$ cat src/hdl/rcd_pkg.sv
`timescale 1ns / 1ps
// ----------------------------------------------------------------------------
// rcd_pkg
// Shared constants for the RGB color distance pipeline.
// ----------------------------------------------------------------------------
package rcd_pkg;

	localparam int CH_W  = 8;
	localparam int CMD_W = 2;
	localparam int OUT_W = 17;

	localparam int DIST_FRAC_BITS_DEF = 8;

	// command codes; the unused code behaves as plain Euclidean distance
	localparam logic [CMD_W-1:0] CMD_EUCLID  = 2'd0;
	localparam logic [CMD_W-1:0] CMD_PERCEPT = 2'd1;
	localparam logic [CMD_W-1:0] CMD_SIMIL   = 2'd2;

	// perceptual weights in Q0.16, summing to 1.0
	localparam logic [15:0] W_RED   = 16'd19595;
	localparam logic [15:0] W_GREEN = 16'd38470;
	localparam logic [15:0] W_BLUE  = 16'd7471;

	// 65536 / 441.67 * 256
	localparam logic [15:0] SIM_SCALE = 16'd37986;
	localparam logic [OUT_W-1:0] SIM_ONE = 17'd65536;
	localparam logic [OUT_W-1:0] OUT_MAX = 17'h1FFFF;

endpackage

$ cat src/hdl/rcd_front.sv
`timescale 1ns / 1ps
// ----------------------------------------------------------------------------
// rcd_front
// Squared channel differences, optional perceptual weighting and forming of
// the fixed-point radicand for the square root chain (three stages).
// ----------------------------------------------------------------------------
module rcd_front #(
	parameter int DIST_FRAC_BITS = rcd_pkg::DIST_FRAC_BITS_DEF,
	parameter int RW = 34
) (
	input  logic                       clk,
	input  logic                       arst_n,
	input  logic                       en,
	input  logic                       in_valid,
	input  logic [rcd_pkg::CMD_W-1:0]  command,
	input  logic [rcd_pkg::CH_W-1:0]   first_red,
	input  logic [rcd_pkg::CH_W-1:0]   first_green,
	input  logic [rcd_pkg::CH_W-1:0]   first_blue,
	input  logic [rcd_pkg::CH_W-1:0]   second_red,
	input  logic [rcd_pkg::CH_W-1:0]   second_green,
	input  logic [rcd_pkg::CH_W-1:0]   second_blue,
	output logic                       out_valid,
	output logic                       out_sim,
	output logic [RW-1:0]              out_rad
);

	localparam int SHL = (2 * DIST_FRAC_BITS >= 16) ? 2 * DIST_FRAC_BITS - 16 : 0;
	localparam int SHR = (2 * DIST_FRAC_BITS < 16) ? 16 - 2 * DIST_FRAC_BITS : 0;

	logic [rcd_pkg::CH_W-1:0] dr, dg, db;
	logic [15:0] sq_r, sq_g, sq_b;

	logic        v_s1, wt_s1, sim_s1;
	logic [15:0] sq_r_s1, sq_g_s1, sq_b_s1;

	logic        v_s2, wt_s2, sim_s2;
	logic [31:0] wr_s2, wg_s2, wb_s2;
	logic [17:0] sum_s2;

	logic        v_s3, sim_s3;
	logic [RW-1:0] rad_s3;

	logic [31:0]   wsum;
	logic [RW-1:0] rad_next;

	always_comb begin
		dr = (first_red >= second_red) ? first_red - second_red : second_red - first_red;
		dg = (first_green >= second_green) ? first_green - second_green
			: second_green - first_green;
		db = (first_blue >= second_blue) ? first_blue - second_blue : second_blue - first_blue;
		sq_r = 16'(dr) * 16'(dr);
		sq_g = 16'(dg) * 16'(dg);
		sq_b = 16'(db) * 16'(db);
	end

	always_comb begin
		wsum = wr_s2 + wg_s2 + wb_s2;
		if (wt_s2) begin
			rad_next = RW'(wsum >> SHR) << SHL;
		end else begin
			rad_next = RW'(sum_s2) << (2 * DIST_FRAC_BITS);
		end
	end

	always_ff @(posedge clk or negedge arst_n) begin
		if (!arst_n) begin
			v_s1 <= 1'b0;
			v_s2 <= 1'b0;
			v_s3 <= 1'b0;
		end else if (en) begin
			v_s1 <= in_valid;
			v_s2 <= v_s1;
			v_s3 <= v_s2;
		end
	end

	always_ff @(posedge clk) begin
		if (en) begin
			wt_s1   <= (command == rcd_pkg::CMD_PERCEPT);
			sim_s1  <= (command == rcd_pkg::CMD_SIMIL);
			sq_r_s1 <= sq_r;
			sq_g_s1 <= sq_g;
			sq_b_s1 <= sq_b;

			wt_s2  <= wt_s1;
			sim_s2 <= sim_s1;
			wr_s2  <= 32'(rcd_pkg::W_RED) * 32'(sq_r_s1);
			wg_s2  <= 32'(rcd_pkg::W_GREEN) * 32'(sq_g_s1);
			wb_s2  <= 32'(rcd_pkg::W_BLUE) * 32'(sq_b_s1);
			sum_s2 <= 18'(sq_r_s1) + 18'(sq_g_s1) + 18'(sq_b_s1);

			sim_s3 <= sim_s2;
			rad_s3 <= rad_next;
		end
	end

	assign out_valid = v_s3;
	assign out_sim   = sim_s3;
	assign out_rad   = rad_s3;

endmodule

$ cat src/hdl/rcd_sqrt_cell.sv
`timescale 1ns / 1ps
// ----------------------------------------------------------------------------
// rcd_sqrt_cell
// One digit step of the integer square root: takes the next two radicand
// bits, resolves one root bit and hands the partial state to the next cell.
// ----------------------------------------------------------------------------
module rcd_sqrt_cell #(
	parameter int RTW = 17
) (
	input  logic               clk,
	input  logic               arst_n,
	input  logic               en,
	input  logic               in_valid,
	input  logic               in_sim,
	input  logic [2*RTW-1:0]   in_rad,
	input  logic [RTW+2:0]     in_rem,
	input  logic [RTW-1:0]     in_root,
	output logic               out_valid,
	output logic               out_sim,
	output logic [2*RTW-1:0]   out_rad,
	output logic [RTW+2:0]     out_rem,
	output logic [RTW-1:0]     out_root
);

	localparam int RW   = 2 * RTW;
	localparam int REMW = RTW + 3;

	logic [REMW-1:0] cat, trial, rem_next;
	logic            ge;

	logic            v_q, sim_q;
	logic [RW-1:0]   rad_q;
	logic [REMW-1:0] rem_q;
	logic [RTW-1:0]  root_q;

	always_comb begin
		cat      = {in_rem[REMW-3:0], in_rad[RW-1 -: 2]};
		trial    = {1'b0, in_root, 2'b01};
		ge       = (cat >= trial);
		rem_next = ge ? cat - trial : cat;
	end

	always_ff @(posedge clk or negedge arst_n) begin
		if (!arst_n) begin
			v_q <= 1'b0;
		end else if (en) begin
			v_q <= in_valid;
		end
	end

	always_ff @(posedge clk) begin
		if (en) begin
			sim_q  <= in_sim;
			rad_q  <= {in_rad[RW-3:0], 2'b00};
			rem_q  <= rem_next;
			root_q <= {in_root[RTW-2:0], ge};
		end
	end

	assign out_valid = v_q;
	assign out_sim   = sim_q;
	assign out_rad   = rad_q;
	assign out_rem   = rem_q;
	assign out_root  = root_q;

endmodule

$ cat src/hdl/rcd_back.sv
`timescale 1ns / 1ps
// ----------------------------------------------------------------------------
// rcd_back
// Similarity scaling, result selection and saturation, then the output
// register with a skid entry that decouples the pipeline from the receiver.
// ----------------------------------------------------------------------------
module rcd_back #(
	parameter int DIST_FRAC_BITS = rcd_pkg::DIST_FRAC_BITS_DEF,
	parameter int RTW = 17
) (
	input  logic                       clk,
	input  logic                       arst_n,
	input  logic                       in_valid,
	input  logic                       in_sim,
	input  logic [RTW-1:0]             in_root,
	output logic                       en,
	output logic                       result_valid,
	input  logic                       result_ready,
	output logic [rcd_pkg::OUT_W-1:0]  result_value
);

	localparam int PW = RTW + 16;
	localparam int DW = (RTW > rcd_pkg::OUT_W) ? RTW : rcd_pkg::OUT_W;

	logic          v_s1, sim_s1;
	logic [RTW-1:0] root_s1;
	logic [PW-1:0] prod_s1;

	logic                      v_s2;
	logic [rcd_pkg::OUT_W-1:0] res_s2;

	logic                      out_v_q, skid_v_q;
	logic [rcd_pkg::OUT_W-1:0] out_q, skid_q;

	logic [PW-1:0]             sub;
	logic [DW-1:0]             dx;
	logic [rcd_pkg::OUT_W-1:0] res_next;

	// pipeline moves only while the skid entry is free
	assign en = !skid_v_q;

	always_comb begin
		sub = prod_s1 >> (DIST_FRAC_BITS + 8);
		dx  = DW'(root_s1);
		if (sim_s1) begin
			res_next = (sub >= PW'(rcd_pkg::SIM_ONE)) ? '0
				: rcd_pkg::OUT_W'(PW'(rcd_pkg::SIM_ONE) - sub);
		end else if (dx > DW'(rcd_pkg::OUT_MAX)) begin
			res_next = rcd_pkg::OUT_MAX;
		end else begin
			res_next = rcd_pkg::OUT_W'(dx);
		end
	end

	always_ff @(posedge clk) begin
		if (en) begin
			sim_s1  <= in_sim;
			root_s1 <= in_root;
			prod_s1 <= PW'(in_root) * PW'(rcd_pkg::SIM_SCALE);
			res_s2  <= res_next;
		end
	end

	always_ff @(posedge clk or negedge arst_n) begin
		if (!arst_n) begin
			v_s1     <= 1'b0;
			v_s2     <= 1'b0;
			out_v_q  <= 1'b0;
			skid_v_q <= 1'b0;
		end else begin
			if (en) begin
				v_s1 <= in_valid;
				v_s2 <= v_s1;
			end
			if (!out_v_q || result_ready) begin
				if (skid_v_q) begin
					out_v_q  <= 1'b1;
					skid_v_q <= 1'b0;
				end else begin
					out_v_q <= v_s2;
				end
			end else if (v_s2 && en) begin
				skid_v_q <= 1'b1;
			end
		end
	end

	always_ff @(posedge clk) begin
		if (!out_v_q || result_ready) begin
			out_q <= skid_v_q ? skid_q : res_s2;
		end else if (en) begin
			skid_q <= res_s2;
		end
	end

	assign result_valid = out_v_q;
	assign result_value = out_q;

endmodule

$ cat src/hdl/rgb_color_distance.sv
`timescale 1ns / 1ps
// ----------------------------------------------------------------------------
// rgb_color_distance
// Euclidean / perceptual distance and similarity of two 8-bit RGB colors.
// ----------------------------------------------------------------------------
// Input channel (item_valid/item_ready) takes a command and two colors; the
// output channel (result_valid/result_ready) returns one result_value per
// item, in order. Command 0 (and 3): Euclidean distance, Q9.DIST_FRAC_BITS.
// Command 1: perceptually weighted distance, same format. Command 2:
// similarity in Q1.16, 65536 meaning identical colors, clamped at 0.
// Throughput: one item per cycle while item_ready is high. From acceptance
// to result_valid an item passes the front stages, a chain of RTW root cells
// (RTW being the root width, 17 at the default of 8 fraction bits), one root
// bit per cell, then the back stages and the output register.
// Reset clears all valid flags; no item is in flight afterwards.
// A stalled receiver holds the output register; one more result drops into a
// skid entry, and only then does item_ready fall and the pipeline freeze.
// ----------------------------------------------------------------------------
module rgb_color_distance #(
	parameter int DIST_FRAC_BITS = rcd_pkg::DIST_FRAC_BITS_DEF
) (
	input  logic                       clk,
	input  logic                       arst_n,
	input  logic                       item_valid,
	output logic                       item_ready,
	input  logic [rcd_pkg::CMD_W-1:0]  command,
	input  logic [rcd_pkg::CH_W-1:0]   first_red,
	input  logic [rcd_pkg::CH_W-1:0]   first_green,
	input  logic [rcd_pkg::CH_W-1:0]   first_blue,
	input  logic [rcd_pkg::CH_W-1:0]   second_red,
	input  logic [rcd_pkg::CH_W-1:0]   second_green,
	input  logic [rcd_pkg::CH_W-1:0]   second_blue,
	output logic                       result_valid,
	input  logic                       result_ready,
	output logic [rcd_pkg::OUT_W-1:0]  result_value
);

	// radicand: plain sum (18 bits) shifted left by 2F, or weighted sum (32 bits)
	localparam int RW   = (18 + 2 * DIST_FRAC_BITS > 32) ? 18 + 2 * DIST_FRAC_BITS : 32;
	localparam int RTW  = RW / 2;
	localparam int REMW = RTW + 3;

	logic en;

	logic            c_valid [0:RTW];
	logic            c_sim   [0:RTW];
	logic [RW-1:0]   c_rad   [0:RTW];
	logic [REMW-1:0] c_rem   [0:RTW];
	logic [RTW-1:0]  c_root  [0:RTW];

	assign item_ready = en;

	rcd_front #(
		.DIST_FRAC_BITS(DIST_FRAC_BITS),
		.RW(RW)
	) u_front (
		.clk(clk),
		.arst_n(arst_n),
		.en(en),
		.in_valid(item_valid),
		.command(command),
		.first_red(first_red),
		.first_green(first_green),
		.first_blue(first_blue),
		.second_red(second_red),
		.second_green(second_green),
		.second_blue(second_blue),
		.out_valid(c_valid[0]),
		.out_sim(c_sim[0]),
		.out_rad(c_rad[0])
	);

	assign c_rem[0]  = '0;
	assign c_root[0] = '0;

	for (genvar i = 0; i < RTW; i++) begin : g_cell
		rcd_sqrt_cell #(
			.RTW(RTW)
		) u_cell (
			.clk(clk),
			.arst_n(arst_n),
			.en(en),
			.in_valid(c_valid[i]),
			.in_sim(c_sim[i]),
			.in_rad(c_rad[i]),
			.in_rem(c_rem[i]),
			.in_root(c_root[i]),
			.out_valid(c_valid[i+1]),
			.out_sim(c_sim[i+1]),
			.out_rad(c_rad[i+1]),
			.out_rem(c_rem[i+1]),
			.out_root(c_root[i+1])
		);
	end

	rcd_back #(
		.DIST_FRAC_BITS(DIST_FRAC_BITS),
		.RTW(RTW)
	) u_back (
		.clk(clk),
		.arst_n(arst_n),
		.in_valid(c_valid[RTW]),
		.in_sim(c_sim[RTW]),
		.in_root(c_root[RTW]),
		.en(en),
		.result_valid(result_valid),
		.result_ready(result_ready),
		.result_value(result_value)
	);

endmodule
$ cat config.mk
export PLATFORM = sky130hd
export DESIGN_NAME = rgb_color_distance
export DESIGN_NICKNAME = d
export VERILOG_FILES = /design/src/hdl/rcd_pkg.sv /design/src/hdl/rcd_front.sv /design/src/hdl/rcd_sqrt_cell.sv /design/src/hdl/rcd_back.sv /design/src/hdl/rgb_color_distance.sv
export SDC_FILE = /design/constraint.sdc
export NUM_CORES = 2
export LEC_CHECK = 0
export BUFFER_PORTS_ARGS = -buffer_cell sky130_fd_sc_hd__buf_2
export CORE_MARGIN = 1.5
export CORE_UTILIZATION = 45
export DETAILED_ROUTE_END_ITERATION = 7
export GPL_TIMING_DRIVEN = 0
export SETUP_SLACK_MARGIN = 0.2
export SLEW_MARGIN = 10
export SYNTH_ARGS = -nofsm -noshare
export SYNTH_HDL_FRONTEND = slang
export SYNTH_HIERARCHICAL = 1
export SYNTH_SLANG_ARGS = --single-unit
$ cat constraint.sdc
create_clock -name clk -period 75.2 [get_ports clk]
set_input_delay 7.52 -clock clk [delete_from_list [all_inputs] [get_ports clk]]
set_output_delay 7.52 -clock clk [all_outputs]
set_load 0.02 [all_outputs]
==> impl_metrics.sql <==
INSERT INTO impl_metrics (metric_group, metric, value, unit) VALUES
('detailed_routing', 'initialDrtViolationCount', '2509', ''),
('synth', 'yosysWarnings', '6', ''),
('timing', 'worst_setup_skew_after_layout', '22.04', 'ps'),
('grt', 'initial_antenna_violation_count', '0', ''),
('layout', 'post-route-util', '0.4985', ''),
('timing', 'timing.final.crit_share', '0.1837', ''),
('clocking', 'ctsHoldBuffers', '0', ''),
('run_status', 'status', 'finished clean', ''),
('setup_path', 'worst_ep_required_time', '75700', 'ps'),
('clocking', 'cts_htree_levels', '4', ''),
('timing', 'final_slew_violations', '0', ''),
('clocking', 'buffer_depth_of_the_longest_clock_path', '3', ''),
('setup_path', 'worst_r2r_startpoint', 'u_front/sq_r_s1[11]$_DFFE_PP_', ''),
('detailed_routing', 'vias', '49340', ''),
('grt', 'grt_pass1_wl', '258500', 'um'),
('setup_path', 'crit_top_cell', 'fa_1', ''),
('hold_path', 'worst_hold_startpoint', 'g_cell[2].u_cell/out_rad[29]$_DFFE_PP_', ''),
('die', 'core.rowCount', '156', ''),
('place', 'dp_slack', '60640', 'ps'),
('hold_path', 'min_to', 'g_cell[3].u_cell/out_rad[31]$_DFFE_PP_', ''),
('clocking', 'clock_tree_from_tritoncts', 'yes', ''),
('layout', 'layout.cells.most_common', 'edfxtp_1', ''),
('timing', 'timing.final.crit_period', '13820', 'ps'),
('clocking', 'cts_inserted_buffers', '135', ''),
('setup_path', 'critPathMaxStageDelay', '660', 'ps'),
('timing', 'finalSetupTns', '0', 'ps'),
('die', 'top_level_ports', '73', ''),
('die', 'initial_core_util', '0.4520', ''),
('clocking', 'clock_sinks', '1166', ''),
('setup_path', 'cp-start-kind', 'primary input', ''),
('hold_path', 'hold_path_class', 'flop to flop', ''),
('setup_path', 'critical_path.slowest_cell', 'xor2_1', ''),
('layout', 'layout.nets', '8438', ''),
('setup_path', 'crit_fanout', '10', ''),
('setup_path', 'rrSetupSlack', '68490', 'ps'),
('timing', 'final_critical_path_setup_slack', '61380', 'ps'),
('timing', 'timing.final.hold_violations', '0', ''),
('place', 'routabilityCongestion', '0.8646', ''),
('detailed_routing', 'wire_per_inst', '16.53', 'um'),
('clocking', 'insertion_delay', '770', 'ps'),
('layout', 'share_of_cells_above_drive_strength_1', '0.1094', ''),
('timing', 'setup_viol', '0', ''),
('grt', 'grt_max_degree', '126', ''),
('setup_path', 'cp_top_family', 'adder cells', ''),
('clocking', 'post_cts.repair.setup_buffers', '0', ''),
('detailed_routing', 'drt-vias-per-instance', '5.179', ''),
('synth', 'syn-instance-count', '6741', ''),
('die', 'die_area', '183900', 'um^2'),
('die', 'core_region_area', '180500', 'um^2'),
('detailed_routing', 'postRouteWirelength', '157500', 'um'),
('layout', 'syn2layout_area_growth', '10.29', '%'),
('layout', 'final_cell_mix', 'edfxtp_1 (1,142), ha_1 (983), inv_1 (899)', ''),
('synth', 'postSynthAreaPerCell', '12.11', 'um^2'),
('hold_path', 'hold-path-cell-count', '0', ''),
('layout', 'n_fill_cell', '15870', ''),
('grt', 'first_global_vias', '50430', ''),
('detailed_routing', 'drtPass1Iterations', '5', ''),
('setup_path', 'rr_endpoint', 'u_front/wr_s2[27]$_DFFE_PP_', ''),
('timing', 'worst_slew_margin_rel', '0.2519', ''),
('setup_path', 'timing.reg2reg.worst_path_depth', '18', ''),
('timing', 'rsz_0062_raised_after_global_routing', 'no', ''),
('clocking', 'clkTransAtPathRegs', '60', 'ps'),
('die', 'die_y', '428.9', 'um'),
('setup_path', 'crit_type', 'primary input to flop', ''),
('detailed_routing', 'route.detailed.drc', '0', ''),
('timing', 'max_clock_freq', '72.38', 'MHz'),
('place', 'portBuffers', '72', ''),
('job', 'max-cap-violations', '0', ''),
('synth', 'syn_area', '81610', 'um^2'),
('clocking', 'postCtsResizedCells', '0', ''),
('setup_path', 'crit_path_end_kind', 'flop', ''),
('clocking', 'root_buffer', 'clkbuf_16', ''),
('timing', 'slew_at_the_pin_with_the_worst_max_slew_slack', '1108', 'ps'),
('grt', 'gr-total-overflow', '0', ''),
('die', 'die-width', '428.9', 'um'),
('place', 'dp_hpwl', '122900', 'um'),
('detailed_routing', 'postRouteAntennaNets', '0', ''),
('grt', 'grt_util_all_layers', '0.1723', ''),
('setup_path', 'cp.arrival', '14310', 'ps'),
('setup_path', 'cp.buffers_inverters', '6', '');
[registers in the layout, summed over array words and instances (netlist names), 15 cells and up]
signal / cells
g_cell.u_cell/out_sim: 17
u_front/wg_s2: 30
u_front/out_rad: 34
u_front/sq_b_s1: 15
u_front/sq_r_s1: 15
u_back/skid_q: 17
g_cell.u_cell/out_rem: 288
u_back/dx: 17
u_front/sum_s2: 18
g_cell.u_cell/out_rad: 272
g_cell.u_cell/out_valid: 17
g_cell.u_cell/out_root: 289
u_back/res_s2: 17
u_front/sq_g_s1: 15
u_back/result_value: 17
u_back/prod_s1: 17
u_front/wb_s2: 28
u_front/wr_s2: 30
[area by class of cell]
cell class                      instances  area (um^2)  area share
Sequential cell                      1166        34890      0.3877
Clock buffer                          156         3488     0.03876
Inverter                              901         3390     0.03766
Buffer                                139        874.6    0.009717
Antenna cell                            1        2.502  0.00002780
Multi-Input combinational cell       4624        42800      0.4755
Clock inverter                         87        962.2     0.01069
Tap cell                             2370         2965     0.03294
Timing Repair Buffer                   82        635.6    0.007062
[metal layers]
metal / part of all wire / vias up / global-route usage
li1: - / 24700 / -
met1: 0.44 / 23730 / 0.2144
met2: 0.50 / 679 / 0.3093
met3: 0.031 / 236 / 0.02439
met4: 0.026 / 0 / 0.05011
met5: 0 / - / 0
[how the worst max path moves through the flow]
stage / depth (start not counted) / endpoint / slack [ps] / from
after global placement: 3 / item_ready / 33850 / u_back/skid_v_q$_DFFE_PN0P_
after detailed placement: 28 / u_front/sq_g_s1[15]$_DFFE_PP_ / 60640 / first_green[0]
after global routing: 28 / u_front/sq_g_s1[15]$_DFFE_PP_ / 60920 / first_green[0]
final: 26 / u_front/sq_g_s1[15]$_DFFE_PP_ / 61380 / first_green[0]
after floorplan: 2 / item_ready / 45330 / u_back/skid_v_q$_DFFE_PN0P_
after CTS: 28 / u_front/sq_g_s1[15]$_DFFE_PP_ / 61460 / first_green[0]
[stage by stage]
step,hold WS [ps],area (um^2),cells
floorplan,400.3,81950,6830
global placement,400.4,85270,9272
detailed placement,404.5,85560,9282
CTS,409.0,90010,9525
global route,413.6,90010,9525
finish,408.4,90010,9526
Power is not shown: default switching activity piles up to over one toggle a cycle in this logic, so the estimate is an artifact.
